File: src/rtl/rx256_pkg.sv
// ----------------------------------------------------------------------------
// rx256_pkg
// Shared types, constants and small lookup functions for the RGB to
// 256-colour palette quantiser.
// ----------------------------------------------------------------------------
`default_nettype none

package rx256_pkg;

	typedef struct packed {
		logic [7:0] r;
		logic [7:0] g;
		logic [7:0] b;
	} rgb_t;

	// cube level per channel, 0..5
	typedef struct packed {
		logic [2:0] r;
		logic [2:0] g;
		logic [2:0] b;
	} cube_lvl_t;

	localparam logic [7:0] BASIC_DIM_ON   = 8'haa;
	localparam logic [7:0] BASIC_DIM_OFF  = 8'h00;
	localparam logic [7:0] BASIC_BRT_ON   = 8'hff;
	localparam logic [7:0] BASIC_BRT_OFF  = 8'h55;
	localparam logic [7:0] BRIGHT_THRESH  = 8'haa;
	localparam logic [7:0] GREY_MAX_LEVEL = 8'h55;
	localparam logic [3:0] BASIC_GREY_IDX = 4'd8;

	localparam logic [7:0] CUBE_BASE  = 8'd16;
	localparam logic [7:0] GREY_BASE  = 8'd232;
	localparam logic [4:0] GREY_K_MAX = 5'd23;
	// sum/30 as (sum * 2185) >> 16, exact for sums up to 765
	localparam logic [11:0] GREY_RECIP = 12'd2185;
	localparam int          GREY_SHIFT = 16;

	// level of one channel: min((2c+42)/85, 5) as threshold count
	function automatic logic [2:0] cube_level(input logic [7:0] c);
		logic [2:0] q;
		begin
			q = 3'd0;
			if (c >= 8'd22)  q = 3'd1;
			if (c >= 8'd64)  q = 3'd2;
			if (c >= 8'd107) q = 3'd3;
			if (c >= 8'd149) q = 3'd4;
			if (c >= 8'd192) q = 3'd5;
			return q;
		end
	endfunction

	// level colour q*85/2
	function automatic logic [7:0] cube_colour(input logic [2:0] q);
		logic [7:0] v;
		begin
			case (q)
				3'd0:    v = 8'd0;
				3'd1:    v = 8'd42;
				3'd2:    v = 8'd85;
				3'd3:    v = 8'd127;
				3'd4:    v = 8'd170;
				3'd5:    v = 8'd212;
				default: v = 8'd0;
			endcase
			return v;
		end
	endfunction

endpackage

`default_nettype wire

File: src/rtl/rx256_pixel_if.sv
// ----------------------------------------------------------------------------
// rx256_pixel_if
// Valid/ready channel carrying one 8-bit RGB pixel.
// ----------------------------------------------------------------------------
`default_nettype none

interface rx256_pixel_if;
	logic       valid;
	logic       ready;
	logic [7:0] red;
	logic [7:0] green;
	logic [7:0] blue;

	modport source (output valid, output red, output green, output blue, input ready);
	modport sink   (input valid, input red, input green, input blue, output ready);
endinterface

`default_nettype wire

File: src/rtl/rx256_index_if.sv
// ----------------------------------------------------------------------------
// rx256_index_if
// Valid/ready channel carrying one 8-bit palette index.
// ----------------------------------------------------------------------------
`default_nettype none

interface rx256_index_if;
	logic       valid;
	logic       ready;
	logic [7:0] palette_index;

	modport source (output valid, output palette_index, input ready);
	modport sink   (input valid, input palette_index, output ready);
endinterface

`default_nettype wire

File: src/rtl/rx256_cand.sv
// ----------------------------------------------------------------------------
// rx256_cand
// Candidate front end: basic 16-colour index, cube levels, channel sum.
// ----------------------------------------------------------------------------
`default_nettype none

module rx256_cand (
	input  rx256_pkg::rgb_t      px,
	output logic [3:0]           basic_idx,
	output rx256_pkg::cube_lvl_t lvl,
	output logic [9:0]           sum
);

	logic [7:0] m;
	logic [7:0] half;
	logic [2:0] hue;

	always_comb begin
		m = px.r;
		if (px.g > m) m = px.g;
		if (px.b > m) m = px.b;
		half = {1'b0, m[7:1]};
		hue  = {px.b > half, px.g > half, px.r > half};
		if (hue == 3'b111 && m <= rx256_pkg::GREY_MAX_LEVEL) begin
			basic_idx = rx256_pkg::BASIC_GREY_IDX;
		end else begin
			basic_idx = {m > rx256_pkg::BRIGHT_THRESH, hue};
		end
	end

	assign lvl.r = rx256_pkg::cube_level(px.r);
	assign lvl.g = rx256_pkg::cube_level(px.g);
	assign lvl.b = rx256_pkg::cube_level(px.b);
	assign sum   = {2'b00, px.r} + {2'b00, px.g} + {2'b00, px.b};

endmodule

`default_nettype wire

File: src/rtl/rx256_expand.sv
// ----------------------------------------------------------------------------
// rx256_expand
// Turns the three candidates into palette indices and their RGB colours.
// ----------------------------------------------------------------------------
`default_nettype none

module rx256_expand (
	input  logic [3:0]           basic_idx,
	input  rx256_pkg::cube_lvl_t lvl,
	input  logic [9:0]           sum,
	output rx256_pkg::rgb_t      basic_rgb,
	output logic [7:0]           cube_idx,
	output rx256_pkg::rgb_t      cube_rgb,
	output logic [7:0]           grey_idx,
	output rx256_pkg::rgb_t      grey_rgb
);

	logic [21:0] prod;
	logic [5:0]  k_raw;
	logic [4:0]  k;
	logic [7:0]  k8;
	logic [7:0]  grey_val;
	logic [7:0]  on_v;
	logic [7:0]  off_v;

	// basic palette: dim half 0x00/0xaa, bright half 0x55/0xff
	always_comb begin
		on_v  = basic_idx[3] ? rx256_pkg::BASIC_BRT_ON  : rx256_pkg::BASIC_DIM_ON;
		off_v = basic_idx[3] ? rx256_pkg::BASIC_BRT_OFF : rx256_pkg::BASIC_DIM_OFF;
		basic_rgb.r = basic_idx[0] ? on_v : off_v;
		basic_rgb.g = basic_idx[1] ? on_v : off_v;
		basic_rgb.b = basic_idx[2] ? on_v : off_v;
	end

	assign cube_idx = rx256_pkg::CUBE_BASE
		+ ({5'd0, lvl.r} << 5) + ({5'd0, lvl.r} << 2)
		+ ({5'd0, lvl.g} << 2) + ({5'd0, lvl.g} << 1)
		+ {5'd0, lvl.b};
	assign cube_rgb.r = rx256_pkg::cube_colour(lvl.r);
	assign cube_rgb.g = rx256_pkg::cube_colour(lvl.g);
	assign cube_rgb.b = rx256_pkg::cube_colour(lvl.b);

	// grey step = min(sum/30, 23)
	assign prod  = {12'd0, sum} * {10'd0, rx256_pkg::GREY_RECIP};
	assign k_raw = prod[rx256_pkg::GREY_SHIFT +: 6];
	assign k     = (k_raw > {1'b0, rx256_pkg::GREY_K_MAX}) ? rx256_pkg::GREY_K_MAX : k_raw[4:0];
	assign k8    = {3'd0, k};
	assign grey_val   = (k8 << 3) + (k8 << 1) + 8'd8;
	assign grey_idx   = rx256_pkg::GREY_BASE + k8;
	assign grey_rgb.r = grey_val;
	assign grey_rgb.g = grey_val;
	assign grey_rgb.b = grey_val;

endmodule

`default_nettype wire

File: src/rtl/rx256_sad.sv
// ----------------------------------------------------------------------------
// rx256_sad
// Sum of absolute channel differences between pixel and candidate colour.
// ----------------------------------------------------------------------------
`default_nettype none

module rx256_sad (
	input  rx256_pkg::rgb_t px,
	input  rx256_pkg::rgb_t cand,
	output logic [9:0]      score
);

	logic [7:0] dr;
	logic [7:0] dg;
	logic [7:0] db;

	assign dr    = (px.r > cand.r) ? px.r - cand.r : cand.r - px.r;
	assign dg    = (px.g > cand.g) ? px.g - cand.g : cand.g - px.g;
	assign db    = (px.b > cand.b) ? px.b - cand.b : cand.b - px.b;
	assign score = {2'b00, dr} + {2'b00, dg} + {2'b00, db};

endmodule

`default_nettype wire

File: src/rtl/rgb_to_xterm256_quantizer.sv
// ----------------------------------------------------------------------------
// rgb_to_xterm256_quantizer
// Maps an 8-bit RGB pixel to the nearest index of the 256-colour palette.
// ----------------------------------------------------------------------------
// Usage:
//   pixel  : sink channel, one RGB pixel per transfer (red, green, blue).
//   colour : source channel, one palette_index per pixel, in input order.
//   Five register stages:
//     s1  input pixel register
//     s2  basic index, cube levels, channel sum
//     s3  candidate indices and their RGB colours (grey step multiply here)
//     s4  three absolute-difference scores
//     s5  output register holding the chosen index
//   The output valid rises once a pixel has been registered through s1 to s5;
//   throughput is one pixel per clock while the receiver is ready. Each stage
//   holds its own valid bit and loads whenever it is empty or the next stage
//   is loading, so bubbles collapse while the output is stalled and pixels are
//   still taken until every stage is full. A stalled receiver freezes the full
//   stages; nothing is lost or repeated.
//   Reset clears all valid bits; payload registers are not reset.
//   Ties between candidates keep the earlier one (basic, cube, grey).
// ----------------------------------------------------------------------------
`default_nettype none

module rgb_to_xterm256_quantizer (
	input  wire          clk,
	input  wire          arst_n,
	rx256_pixel_if.sink  pixel,
	rx256_index_if.source colour
);

	// valid bits per stage
	logic v_s1, v_s2, v_s3, v_s4, v_s5;
	logic en_s1, en_s2, en_s3, en_s4, en_s5;

	// stage payloads
	rx256_pkg::rgb_t      px_s1, px_s2, px_s3;
	logic [3:0]           basic_idx_s2;
	rx256_pkg::cube_lvl_t lvl_s2;
	logic [9:0]           sum_s2;
	logic [7:0]           basic_idx_s3, cube_idx_s3, grey_idx_s3;
	rx256_pkg::rgb_t      basic_rgb_s3, cube_rgb_s3, grey_rgb_s3;
	logic [7:0]           basic_idx_s4, cube_idx_s4, grey_idx_s4;
	logic [9:0]           basic_sc_s4, cube_sc_s4, grey_sc_s4;
	logic [7:0]           index_s5;

	// combinational results between stages
	rx256_pkg::rgb_t      px_in;
	logic [3:0]           basic_idx_c;
	rx256_pkg::cube_lvl_t lvl_c;
	logic [9:0]           sum_c;
	rx256_pkg::rgb_t      basic_rgb_c, cube_rgb_c, grey_rgb_c;
	logic [7:0]           cube_idx_c, grey_idx_c;
	logic [9:0]           basic_sc_c, cube_sc_c, grey_sc_c;
	logic [7:0]           best_c;
	logic [9:0]           best_sc_c;

	// per-stage load enables, rippling back from the output
	assign en_s5 = !v_s5 || colour.ready;
	assign en_s4 = !v_s4 || en_s5;
	assign en_s3 = !v_s3 || en_s4;
	assign en_s2 = !v_s2 || en_s3;
	assign en_s1 = !v_s1 || en_s2;

	assign pixel.ready          = en_s1;
	assign colour.valid         = v_s5;
	assign colour.palette_index = index_s5;

	assign px_in.r = pixel.red;
	assign px_in.g = pixel.green;
	assign px_in.b = pixel.blue;

	always_ff @(posedge clk or negedge arst_n) begin
		if (!arst_n) begin
			v_s1 <= 1'b0;
			v_s2 <= 1'b0;
			v_s3 <= 1'b0;
			v_s4 <= 1'b0;
			v_s5 <= 1'b0;
		end else begin
			if (en_s1) v_s1 <= pixel.valid;
			if (en_s2) v_s2 <= v_s1;
			if (en_s3) v_s3 <= v_s2;
			if (en_s4) v_s4 <= v_s3;
			if (en_s5) v_s5 <= v_s4;
		end
	end

	// stage 1: capture the pixel
	always_ff @(posedge clk) begin
		if (en_s1 && pixel.valid) begin
			px_s1 <= px_in;
		end
	end

	// stage 2: candidate front end
	rx256_cand u_cand (
		.px        (px_s1),
		.basic_idx (basic_idx_c),
		.lvl       (lvl_c),
		.sum       (sum_c)
	);

	always_ff @(posedge clk) begin
		if (en_s2 && v_s1) begin
			px_s2        <= px_s1;
			basic_idx_s2 <= basic_idx_c;
			lvl_s2       <= lvl_c;
			sum_s2       <= sum_c;
		end
	end

	// stage 3: indices and palette colours
	rx256_expand u_expand (
		.basic_idx (basic_idx_s2),
		.lvl       (lvl_s2),
		.sum       (sum_s2),
		.basic_rgb (basic_rgb_c),
		.cube_idx  (cube_idx_c),
		.cube_rgb  (cube_rgb_c),
		.grey_idx  (grey_idx_c),
		.grey_rgb  (grey_rgb_c)
	);

	always_ff @(posedge clk) begin
		if (en_s3 && v_s2) begin
			px_s3        <= px_s2;
			basic_idx_s3 <= {4'd0, basic_idx_s2};
			basic_rgb_s3 <= basic_rgb_c;
			cube_idx_s3  <= cube_idx_c;
			cube_rgb_s3  <= cube_rgb_c;
			grey_idx_s3  <= grey_idx_c;
			grey_rgb_s3  <= grey_rgb_c;
		end
	end

	// stage 4: score each candidate
	rx256_sad u_sad_basic (.px(px_s3), .cand(basic_rgb_s3), .score(basic_sc_c));
	rx256_sad u_sad_cube  (.px(px_s3), .cand(cube_rgb_s3),  .score(cube_sc_c));
	rx256_sad u_sad_grey  (.px(px_s3), .cand(grey_rgb_s3),  .score(grey_sc_c));

	always_ff @(posedge clk) begin
		if (en_s4 && v_s3) begin
			basic_idx_s4 <= basic_idx_s3;
			cube_idx_s4  <= cube_idx_s3;
			grey_idx_s4  <= grey_idx_s3;
			basic_sc_s4  <= basic_sc_c;
			cube_sc_s4   <= cube_sc_c;
			grey_sc_s4   <= grey_sc_c;
		end
	end

	// stage 5: pick the lowest score, earlier candidate wins a tie
	always_comb begin
		best_c    = basic_idx_s4;
		best_sc_c = basic_sc_s4;
		if (cube_sc_s4 < best_sc_c) begin
			best_c    = cube_idx_s4;
			best_sc_c = cube_sc_s4;
		end
		if (grey_sc_s4 < best_sc_c) begin
			best_c = grey_idx_s4;
		end
	end

	always_ff @(posedge clk) begin
		if (en_s5 && v_s4) begin
			index_s5 <= best_c;
		end
	end

endmodule

`default_nettype wire

File: src/flat_wrapper.sv
// flat-port wrapper written by rule: the top's interface ports become plain ports
module rgb_to_xterm256_quantizer_flat 
  (clk, arst_n, pixel_valid, pixel_red, pixel_green, pixel_blue, pixel_ready, colour_valid, colour_palette_index, colour_ready);
  rx256_pixel_if pixel_i ();
  rx256_index_if colour_i ();
  input  wire clk;
  input  wire arst_n;
  input wire logic [$bits(pixel_i.valid)-1:0] pixel_valid;
  input wire logic [$bits(pixel_i.red)-1:0] pixel_red;
  input wire logic [$bits(pixel_i.green)-1:0] pixel_green;
  input wire logic [$bits(pixel_i.blue)-1:0] pixel_blue;
  output wire logic [$bits(pixel_i.ready)-1:0] pixel_ready;
  output wire logic [$bits(colour_i.valid)-1:0] colour_valid;
  output wire logic [$bits(colour_i.palette_index)-1:0] colour_palette_index;
  input wire logic [$bits(colour_i.ready)-1:0] colour_ready;
  assign pixel_i.valid = pixel_valid;
  assign pixel_i.red = pixel_red;
  assign pixel_i.green = pixel_green;
  assign pixel_i.blue = pixel_blue;
  assign pixel_ready = pixel_i.ready;
  assign colour_valid = colour_i.valid;
  assign colour_palette_index = colour_i.palette_index;
  assign colour_i.ready = colour_ready;
  rgb_to_xterm256_quantizer u_core (.clk(clk), .arst_n(arst_n), .pixel(pixel_i), .colour(colour_i));
endmodule
File: config.mk
export PLATFORM = sky130hd
export DESIGN_NAME = rgb_to_xterm256_quantizer_flat
export DESIGN_NICKNAME = d
export VERILOG_FILES = /design/src/rtl/rx256_pkg.sv /design/src/rtl/rx256_pixel_if.sv /design/src/rtl/rx256_index_if.sv /design/src/rtl/rx256_cand.sv /design/src/rtl/rx256_expand.sv /design/src/rtl/rx256_sad.sv /design/src/rtl/rgb_to_xterm256_quantizer.sv /design/src/flat_wrapper.sv
export SDC_FILE = /design/constraint.sdc
export NUM_CORES = 1
export LEC_CHECK = 0
export ABC_AREA = 1
export ABC_CLOCK_PERIOD_IN_PS = 8670
export BUFFER_PORTS_ARGS = -buffer_cell sky130_fd_sc_hd__buf_2
export CORE_MARGIN = 5
export CORE_UTILIZATION = 59
export DETAILED_ROUTE_END_ITERATION = 8
export PLACE_DENSITY_LB_ADDON = 0.2
export SETUP_SLACK_MARGIN = 0.05
export SLEW_MARGIN = 10
export SYNTH_ARGS = -nofsm -noshare
export SYNTH_HDL_FRONTEND = slang
export SYNTH_HIERARCHICAL = 1
export SYNTH_SLANG_ARGS = --single-unit
File: constraint.sdc
create_clock -name clk -period 8.67 [get_ports clk]
set_input_delay 2.601 -clock clk [delete_from_list [all_inputs] [get_ports clk]]
set_output_delay 2.601 -clock clk [all_outputs]
set_load 0.01 [all_outputs]
==> results of run 1 <==
==> path summary, 6_finish.rpt <==
kind,startpoint,endpoint
setup reg to reg,u_core/sum_s2[6],u_core/grey_rgb_s3[6]
setup / recovery,colour_ready,pixel_ready
min in group asynchronous,arst_n,u_core/v_s1
hold / removal,u_core/basic_idx_s3[0],u_core/basic_idx_s4[0]
max in group asynchronous,arst_n,u_core/v_s3
hold reg to reg,u_core/basic_idx_s3[0],u_core/basic_idx_s4[0]
==> metrics by stage <==
| stage | std cells | hold slack, ns | utilization (%) | instance area, sq um | setup slack [ns] |
|---|---|---|---|---|---|
| CTS | 3374 | 0.418 | 62.6 | 24200 | 2.17 |
| global placement | 3323 | 0.401 | 60.1 | 23200 | 2.18 |
| floorplan | 2852 | 0.400 | - | 22900 | 2.66 |
| detailed placement | 3323 | 0.405 | 60.1 | 23200 | 2.18 |
| global route | 3374 | 0.424 | 62.6 | 24200 | 2.05 |
| finish | 3374 | 0.415 | 62.6 | 24200 | 2.19 |
==> cells by family after synthesis <==
family	after synthesis
DFF	250
AOI/OAI and AO/OA	274
other	1
muxes	4
buffers and inverters	685
xor gates and xnor gates	103
and+or+nand+nor	1188
adders and majority gates	345
==> cells in the final DEF, fill, tap and decap left out, types with 4 or more instances in the layout <==
cell        count
o21bai_1       14
nor2_1         67
buf_2          37
edfxtp_1      245
a21oi_1       130
ha_1          300
mux2_2          4
o21ai_0        50
inv_1         573
dfrtp_1         5
nand3_2         6
nand2_4         4
clkinvlp_4      4
nand2_2        62
inv_6           4
o21ai_2         5
clkinv_1        6
bufinv_16       6
a21oi_2        12
clkbuf_16      28
nand3b_1        4
nor2_4         12
o21ai_1        20
a21o_1          6
clkinv_2        6
a21oi_4        11
fa_1           45
nand2_1       816
xor2_1         50
a31oi_1         5
nor3_1          7
nor2_2         17
xnor2_1        53
nand4_1        22
nand3_1       162
o21ai_4        10
inv_2          19
==> synth_stat cells, types with 11 or more instances <==
library cell / number
nor2_2: 16
inv_2: 18
buf_4: 66
edfxtp_1: 245
nand3_1: 162
inv_1: 575
nor2_1: 69
xnor2_1: 53
a21oi_1: 130
nor2_4: 11
a21oi_4: 11
fa_1: 45
o21ai_0: 50
nand2_1: 816
nand4_1: 22
o21ai_1: 20
ha_1: 300
nand2_2: 62
xor2_1: 50
a21oi_2: 12
o21bai_1: 14
buf_2: 15
==> registers in the layout (all words and copies together) (netlist names), 9 cells and up <==
signal,count
u_core/basic_rgb_s3,24
u_core/cube_rgb_s3,24
u_core/grey_sc_s4,10
u_core/basic_sc_s4,10
u_core/sum_s2,10
u_core/px_s2,24
u_core/px_s3,24
u_core/lvl_s2,9
u_core/px_s1,24
u_core/grey_rgb_s3,24
u_core/cube_sc_s4,10
==> routing by layer <==
| layer | share of wire (%) | vias up |
|---|---|---|
| li1 | - | 8925 |
| met1 | 42 | 8145 |
| met2 | 48 | 463 |
| met3 | 5.1 | 119 |
| met4 | 4.5 | 0 |
| met5 | 0 | - |
==> final cells by class <==
type | count | area share [%]
clock buffer | 28 | 2.90
multi-input combinational | 1917 | 52.0
tap | 518 | 2.68
timing repair buffer | 40 | 0.860
sequential | 250 | 31.0
inverter | 598 | 9.33
clock inverter | 23 | 1.22
==> critical path, delay by kind of cell <==
kind	cells	cell delay, ns
AND/OR/NAND/NOR	5	0.68
buffers and inverters	7	0.60
==> metrics.yaml, run 1 <==
clock_latency_ns: 0.57
die_x_microns: 207
synthArstFlopShare_pct: 2.00
grt_max_degree: 76
grt_pass1_wl_microns: 84000
synth_area_leader_cell: "edfxtp_1"
finalHoldViolCount: 0
cap_violations: 0
synthMuxAreaShare_pct: 0.197
cts_resized: 0
cts_hold_buf: 0
cp_cell_sequence: "buf_2, nor2_1, inv_1, nor2_1, inv_2, nor2_1, inv_1, nor2_1, inv_1, nor2_1, inv_1, buf_2"
worstSetupPathType: "in2out"
cts_buffers: 28
drive_above_1_share_pct: 9.24
routed_wl_microns: 52400
synth_compound_area_share_pct: 7.74
vias_per_cell: 5.23
rsz0062_at_grt: "false"
synth_seq_area_share_pct: 32.7
dp_hpwl_microns: 41800
slowest_delay_ns: 0.21
use_met1_pct: 29.8
vias: 17652
rr_worst_depth: 21
postCtsSetupRepairBufs: 0
clockRootBuffer: "clkbuf_16"
start_kind: "input port"
postRouteAntennaNets: 0
clk_pin_slew_ns: 0.06
num_rows: 72
coreArea_sq_mm: 0.0386
grt_pass1_vias: 17230
end_kind: "primary output"
num_antenna_cells: 0
netlist.area_leader.share_pct: 32.1
met3_usage_pct: 3.22
seq_area_sq_mm: 0.00748
syn_inst: 2850
dieArea_sq_mm: 0.0429
crit_top_cell: "nor2_1"
synth-xor-area-share_pct: 3.94
tightestPinTransition_ns: 1.11
hold_depth: 0
fin_worst_skew_ns: 0.0154
timing.setup.tns_ns: 0
status: "finished clean"
cts_tree: "built"
critPathMaxFanout: 3
ys_warn_count: 6
synth_edf_count: 245
syn_avg_cell_area_sq_um: 8.04
grtUsageMet2_pct: 41.8
area_delta_synth_final_pct: 5.46
yosys.area_share.adder_pct: 20.3
synth-simple-area-share_pct: 22.6
drt_iter0_markers: 1086
worstPathRequired_ns: 6.07
synth_top_family_by_area: "simple AND/OR/NAND/NOR gates"
cts_max_path_buffers: 3
start_util_pct: 59.4
max_slew_margin_pct: 26.1
drt-pass1-iter-count: 6
routedWlPerCell_microns: 15.5
hold_class: "reg2reg"
ys.flop_type: "edfxtp_1"
timing.final.crit_period_ns: 6.48
chipHeight_microns: 207
multiInputGateArea_sq_mm: 0.0126
fin_crit_sh_pct: 74.8
cts.sinks: 250
htree_num_levels: 1
fmax_mhz: 154
port_buffers: 37
nFillCells: 3423
drc_errors: 0
setup_viol: 0
crit_arrival_ns: 3.88
synth_seq_cells: 250
slowest_stage: "nor2_1"
mappedNetlistArea_sq_mm: 0.0229
busiest_layer: "met2"
routabilityCongestion: 0.904
grt_use_total_pct: 23.8
rrSetupSlack_ns: 3.82
io_pins: 38
overflow: 0
antenna_found_initial: 0
ys_types: 55
drv_slew: 0
ys_top_cells_by_area: "edfxtp_1, ha_1, nand2_1, inv_1, fa_1"
nets: 3208
Power of run 1 is not shown: default switching activity piles up to over one toggle a cycle in this logic, so the estimate is an artifact.
==> run 2, diff against run 1 <==
Settings changed: ABC_AREA 1 to 0, ABC_CLOCK_PERIOD_IN_PS 8670 to 5500.
Clock period 8.67 ns to 5.5 ns, I/O delays scaled along.
==> metrics.yaml, run 2 <==
synth_seq_area_share_pct: 37.4
timing.setup.tns_ns: 0
cp_cell_sequence: "ha_1, a211o_1, a21oi_2, nand3_2, nand2_4, mux2_2, inv_1, ha_1, nor2b_1, or2_2, a31oi_1, a22o_1, a21boi_2, buf_4, nor3_1, a21oi_1, inv_1, ha_1, and4_1, nand3_1, a2111oi_2, nor3_2, a32o_1"
rsz0062_at_grt: "true"
start_util_pct: 59.7
syn_inst: 1836
status: "finished clean"
layout.cells.most_common_list: "ha_1, inv_1, edfxtp_1, a21oi_1, nor2_1"
cts_buffers: 28
ys_top_cells_by_area: "edfxtp_1, ha_1, inv_1, fa_1, mux2i_1"
hold_class: "reg2reg"
fin_crit_sh_pct: 95.8
grt_pass1_wl_microns: 69700
drv_slew: 0
setup_viol: 0
io_pins: 38
slowest_stage: "edfxtp_1"
end_kind: "flip-flop"
dp_cells: 2272
clock_latency_ns: 0.58
synthArstFlopShare_pct: 2.00
port_buffers: 37
num_antenna_cells: 0
worstPathRequired_ns: 5.83
yosysMostFrequentCell: "ha_1"
drt-pass1-iter-count: 5
mappedNetlistArea_sq_mm: 0.0200
timing.final.crit_period_ns: 5.27
slowest_delay_ns: 0.40
die_x_microns: 194
dieArea_sq_mm: 0.0377
overflow: 0
cts_max_path_buffers: 3
syn_avg_cell_area_sq_um: 10.9
synth_edf_count: 245
layout_commonest_cell: "ha_1"
postPlaceCellArea_sq_mm: 0.0205
synth_area_leader_cell: "edfxtp_1"
clk_pin_slew_ns: 0.06
num_rows: 67
clockRootBuffer: "clkbuf_16"
whs_ns: 0.414
finalHoldViolCount: 0
final_area_sq_mm: 0.0214
antenna_found_initial: 0
fmax_mhz: 190
synth_seq_cells: 250
nFillCells: 2659
start_kind: "flip-flop"
vias_per_cell: 5.81
routabilityCongestion: 0.927
cap_violations: 0
coreArea_sq_mm: 0.0335
drc_errors: 0
chipHeight_microns: 194
ys.flop_type: "edfxtp_1"
crit_top_cell: "ha_1"
drt_iter0_markers: 952
tightestPinTransition_ns: 1.13
ys_warn_count: 6
fin_cells: 2325
fin_worst_skew_ns: 0.0355
nets: 2228
grt_use_total_pct: 22.7
worstSetupPathType: "reg2reg"
area_delta_synth_final_pct: 7.02
cts_tree: "built"
vias: 13503
netlist.area_leader.share_pct: 36.8
critPathMaxFanout: 4
ys_top_cells_by_count: "ha_1, inv_1, edfxtp_1"
grt_max_degree: 70
max_slew_margin_pct: 24.3
htree_num_levels: 1
routedWlPerCell_microns: 18.7
grt_pass1_vias: 13677
dp_hpwl_microns: 34800
routed_wl_microns: 43600
drive_above_1_share_pct: 10.5
crit_arrival_ns: 5.59
ys_types: 92
postRouteAntennaNets: 0
cts.sinks: 250
==> run 2: kinds of logic (layout without fill, tap and decap cells) <==
group	Yosys count	count (layout)	share of synthesized area, %
AO/OA/AOI/OAI	433	433	15.2
XOR/XNOR	106	106	4.64
adder cells (fa/ha/maj)	347	347	23.4
buffers and inverters	350	389	7.68
flip-flops	250	250	37.4
multiplexers	85	85	4.43
other	1	3	0.0187
AND/OR/NAND/NOR	264	264	7.20
==> run 2: metrics by stage <==
step	utilization (%)	setup WS [ns]
global placement	61.0	0.110
finish	63.9	0.233
global route	63.9	-0.0133
detailed placement	61.0	-0.0175
CTS	63.7	0.0857
floorplan	-	0.0682
==> run 2: layout make-up <==
type,count,area (sq um),area share (%)
repair buffers,66,415,1.94
clock buffers,36,751,3.51
multi-input cells,1238,11000,51.6
clock inverters,16,146,0.684
flip-flops and latches,250,7480,34.9
inverters,271,1020,4.75
well taps,448,561,2.62
==> run 2: critical path, delay by kind of cell (launching register included) <==
kind                       cells  cell delay [ns]
AOI/OAI and AO/OA              8             1.82
and+or+nand+nor                8             1.16
DFF                            1             0.40
muxes                          1             0.36
buffers and inverters          3             0.38
adders and majority gates      3             0.89
==> run 2: routing by layer <==
layer,part of all wire (%),global-route usage (%)
met1,42,28.4
met2,50,40.5
met3,3.7,2.71
met4,3.8,8.23
met5,0,0
==> run 2: worst paths after layout <==
| kind | start | to | slack [ns] | cells after the start |
|---|---|---|---|---|
| max in group asynchronous | arst_n | u_core/v_s1 | 4.48 | 1 |
| worst max-delay path | u_core/px_s1[13] | u_core/basic_idx_s2[3] | 0.23 | 23 |
| min in group asynchronous | arst_n | u_core/v_s2 | 0.88 | 1 |
| worst min register to register | u_core/grey_idx_s3[4] | u_core/grey_idx_s4[4] | 0.41 | 0 |
| worst min-delay path | u_core/grey_idx_s3[4] | u_core/grey_idx_s4[4] | 0.41 | 0 |
| worst max register to register | u_core/px_s1[13] | u_core/basic_idx_s2[3] | 0.23 | 23 |
==> run 2: repair_timing <==
| item | in CTS | in global routing |
|---|---|---|
| pin swaps | 0 | 2 |
| setup buffers | 0 | 1 |
| resized for setup | 3 | 11 |
| setup endpoints to repair | 2 | 4 |
| gates cloned | 0 | 0 |
| hold buffers | 0 | 0 |
Power of run 2 is left out for the same reason.
==> run 3, diff against run 2 <==
Settings changed: GPL_TIMING_DRIVEN set to 0, SETUP_SLACK_MARGIN 0.05 to not set.
==> metrics.yaml, run 3 (synthesized netlist as in run 2, its figures left out) <==
status: "finished clean"
htree_num_levels: 1
layout_commonest_cell: "ha_1"
nFillCells: 2679
setup_slack_ns: 0.0527
coreArea_sq_mm: 0.0335
clk_pin_slew_ns: 0.06
hold_class: "reg2reg"
start_kind: "flip-flop"
worstSetupPathType: "reg2reg"
cts_hold_buf: 0
routabilityCongestion: 0.936
hold_depth: 0
final_area_sq_mm: 0.0220
drt-pass1-iter-count: 5
grt_pass1_vias: 13817
cts_buffers: 28
cts.sinks: 250
antenna_found_initial: 0
regToRegEndpoint: "u_core/basic_idx_s2[3]"
routedWlPerCell_microns: 18.6
end_kind: "flip-flop"
clock_latency_ns: 0.55
max_slew_margin_pct: 26.1
fin_worst_skew_ns: 0.0130
layout.cells.most_common_list: "ha_1, inv_1, edfxtp_1, a21oi_1, buf_4"
rr_worst_depth: 22
worstReg2RegStart: "u_core/px_s1[21]"
dp_hpwl_microns: 35300
grt_max_degree: 64
timing.final.crit_period_ns: 5.45
postRouteAntennaNets: 0
hold_end: "u_core/grey_idx_s4[2]"
cp_num_buf_inv: 2
grt_pass1_wl_microns: 70300
io_pins: 38
die_x_microns: 194
cts_max_path_buffers: 3
drv_slew: 0
routed_wl_microns: 44600
drt_iter0_markers: 788
postPlaceCellArea_sq_mm: 0.0208
finalHoldViolCount: 0
worstPathRequired_ns: 5.80
cp_cell_sequence: "inv_1, ha_1, a211o_1, a21oi_4, nand3_4, nand2_4, mux2_2, inv_1, ha_1, nor2b_1, or2_2, a31oi_1, a22o_1, a21boi_4, nor3_1, or2_4, ha_1, a21o_1, a211o_1, or2_2, and4_4, a32o_1"
fmax_mhz: 184
fin_crit_sh_pct: 99.0
slowest_stage: "edfxtp_1"
dp_slack_ns: -0.707
num_rows: 67
dieArea_sq_mm: 0.0377
num_antenna_cells: 0
rrSetupSlack_ns: 0.05
setup_viol: 0
port_buffers: 37
chipHeight_microns: 194
tightestPinTransition_ns: 1.11
vias: 13782
crit_family: "compound AO/OA/AOI/OAI gates"
overflow: 0
worstHoldStart: "u_core/grey_idx_s3[2]"
start_util_pct: 59.7
rsz0062_at_grt: "true"
critPathMaxFanout: 7
slowest_delay_ns: 0.41
clockRootBuffer: "clkbuf_16"
crit_top_cell: "ha_1"
area_delta_synth_final_pct: 9.88
drc_errors: 0
grt_use_total_pct: 23.0
crit_arrival_ns: 5.75
nets: 2301
drive_above_1_share_pct: 12.9
cap_violations: 0
cts_tree: "built"
vias_per_cell: 5.75
==> run 3: area by class of cell <==
class	instances	area, sq um	share of cell area [%]
clock inverter	14	133	0.603
multi-input combinational	1238	11100	50.5
sequential	250	7480	34.0
inverter	271	1020	4.63
tap	448	561	2.55
buffer	79	519	2.36
clock buffer	37	776	3.53
timing repair buffer	60	403	1.83
==> run 3: worst register-to-register path, stage by stage, from the launching register on <==
cell and delay (ns):
edfxtp_1 0.41, inv_1 0.09, ha_1 0.24, a211o_1 0.31, a21oi_4 0.25, nand3_4 0.13
nand2_4 0.13, mux2_2 0.36, inv_1 0.09, ha_1 0.24, nor2b_1 0.15, or2_2 0.26
a31oi_1 0.19, a22o_1 0.17, a21boi_4 0.25, nor3_1 0.11, or2_4 0.29, ha_1 0.30
a21o_1 0.18, a211o_1 0.30, or2_2 0.31, and4_4 0.20, a32o_1 0.25
==> run 3: how the worst max path moves through the flow <==
stage                                         to  slack [ns]        startpoint  depth (start not counted)
final                     u_core/basic_idx_s2[3]        0.05  u_core/px_s1[21]                         22
after global routing      u_core/basic_idx_s2[3]       -0.11  u_core/px_s1[13]                         21
after CTS                 u_core/basic_idx_s2[3]       -0.04  u_core/px_s1[13]                         21
after detailed placement  u_core/basic_idx_s2[3]       -0.71  u_core/px_s1[23]                         22
after global placement     u_core/grey_rgb_s3[0]       -0.78      colour_ready                          4
after floorplan           u_core/basic_idx_s2[3]        0.07  u_core/px_s1[13]                         21
==> run 3: per-layer routing <==
metal	GRT usage [%]	part of all wire, %	up-vias
met3	2.28	3.9	94
li1	-	-	6762
met1	29.1	43	6586
met2	41.2	50	340
met5	0	0	-
met4	8.23	3.5	0
==> run 3: repair_timing <==
| item | CTS | global route |
|---|---|---|
| pin swaps | 0 | 6 |
| endpoints found under the setup margin | 12 | 12 |
| setup buffers | 12 | 8 |
| resized for setup | 10 | 11 |
==> run 3: metrics by stage <==
step | hold slack (ns) | setup TNS, ns | util (%) | instances
6_report | 0.412 | 0 | 65.6 | 2397
5_1_grt | 0.422 | -0.160 | 65.6 | 2397
4_1_cts | 0.418 | -0.0429 | 65.2 | 2389
3_5_place_dp | 0.405 | -3.39 | 62.1 | 2326
3_3_place_gp | 0.400 | -90.47 | 61.9 | 2323
2_1_floorplan | 0.400 | 0 | - | 1838
Power of run 3 is left out for the same reason.
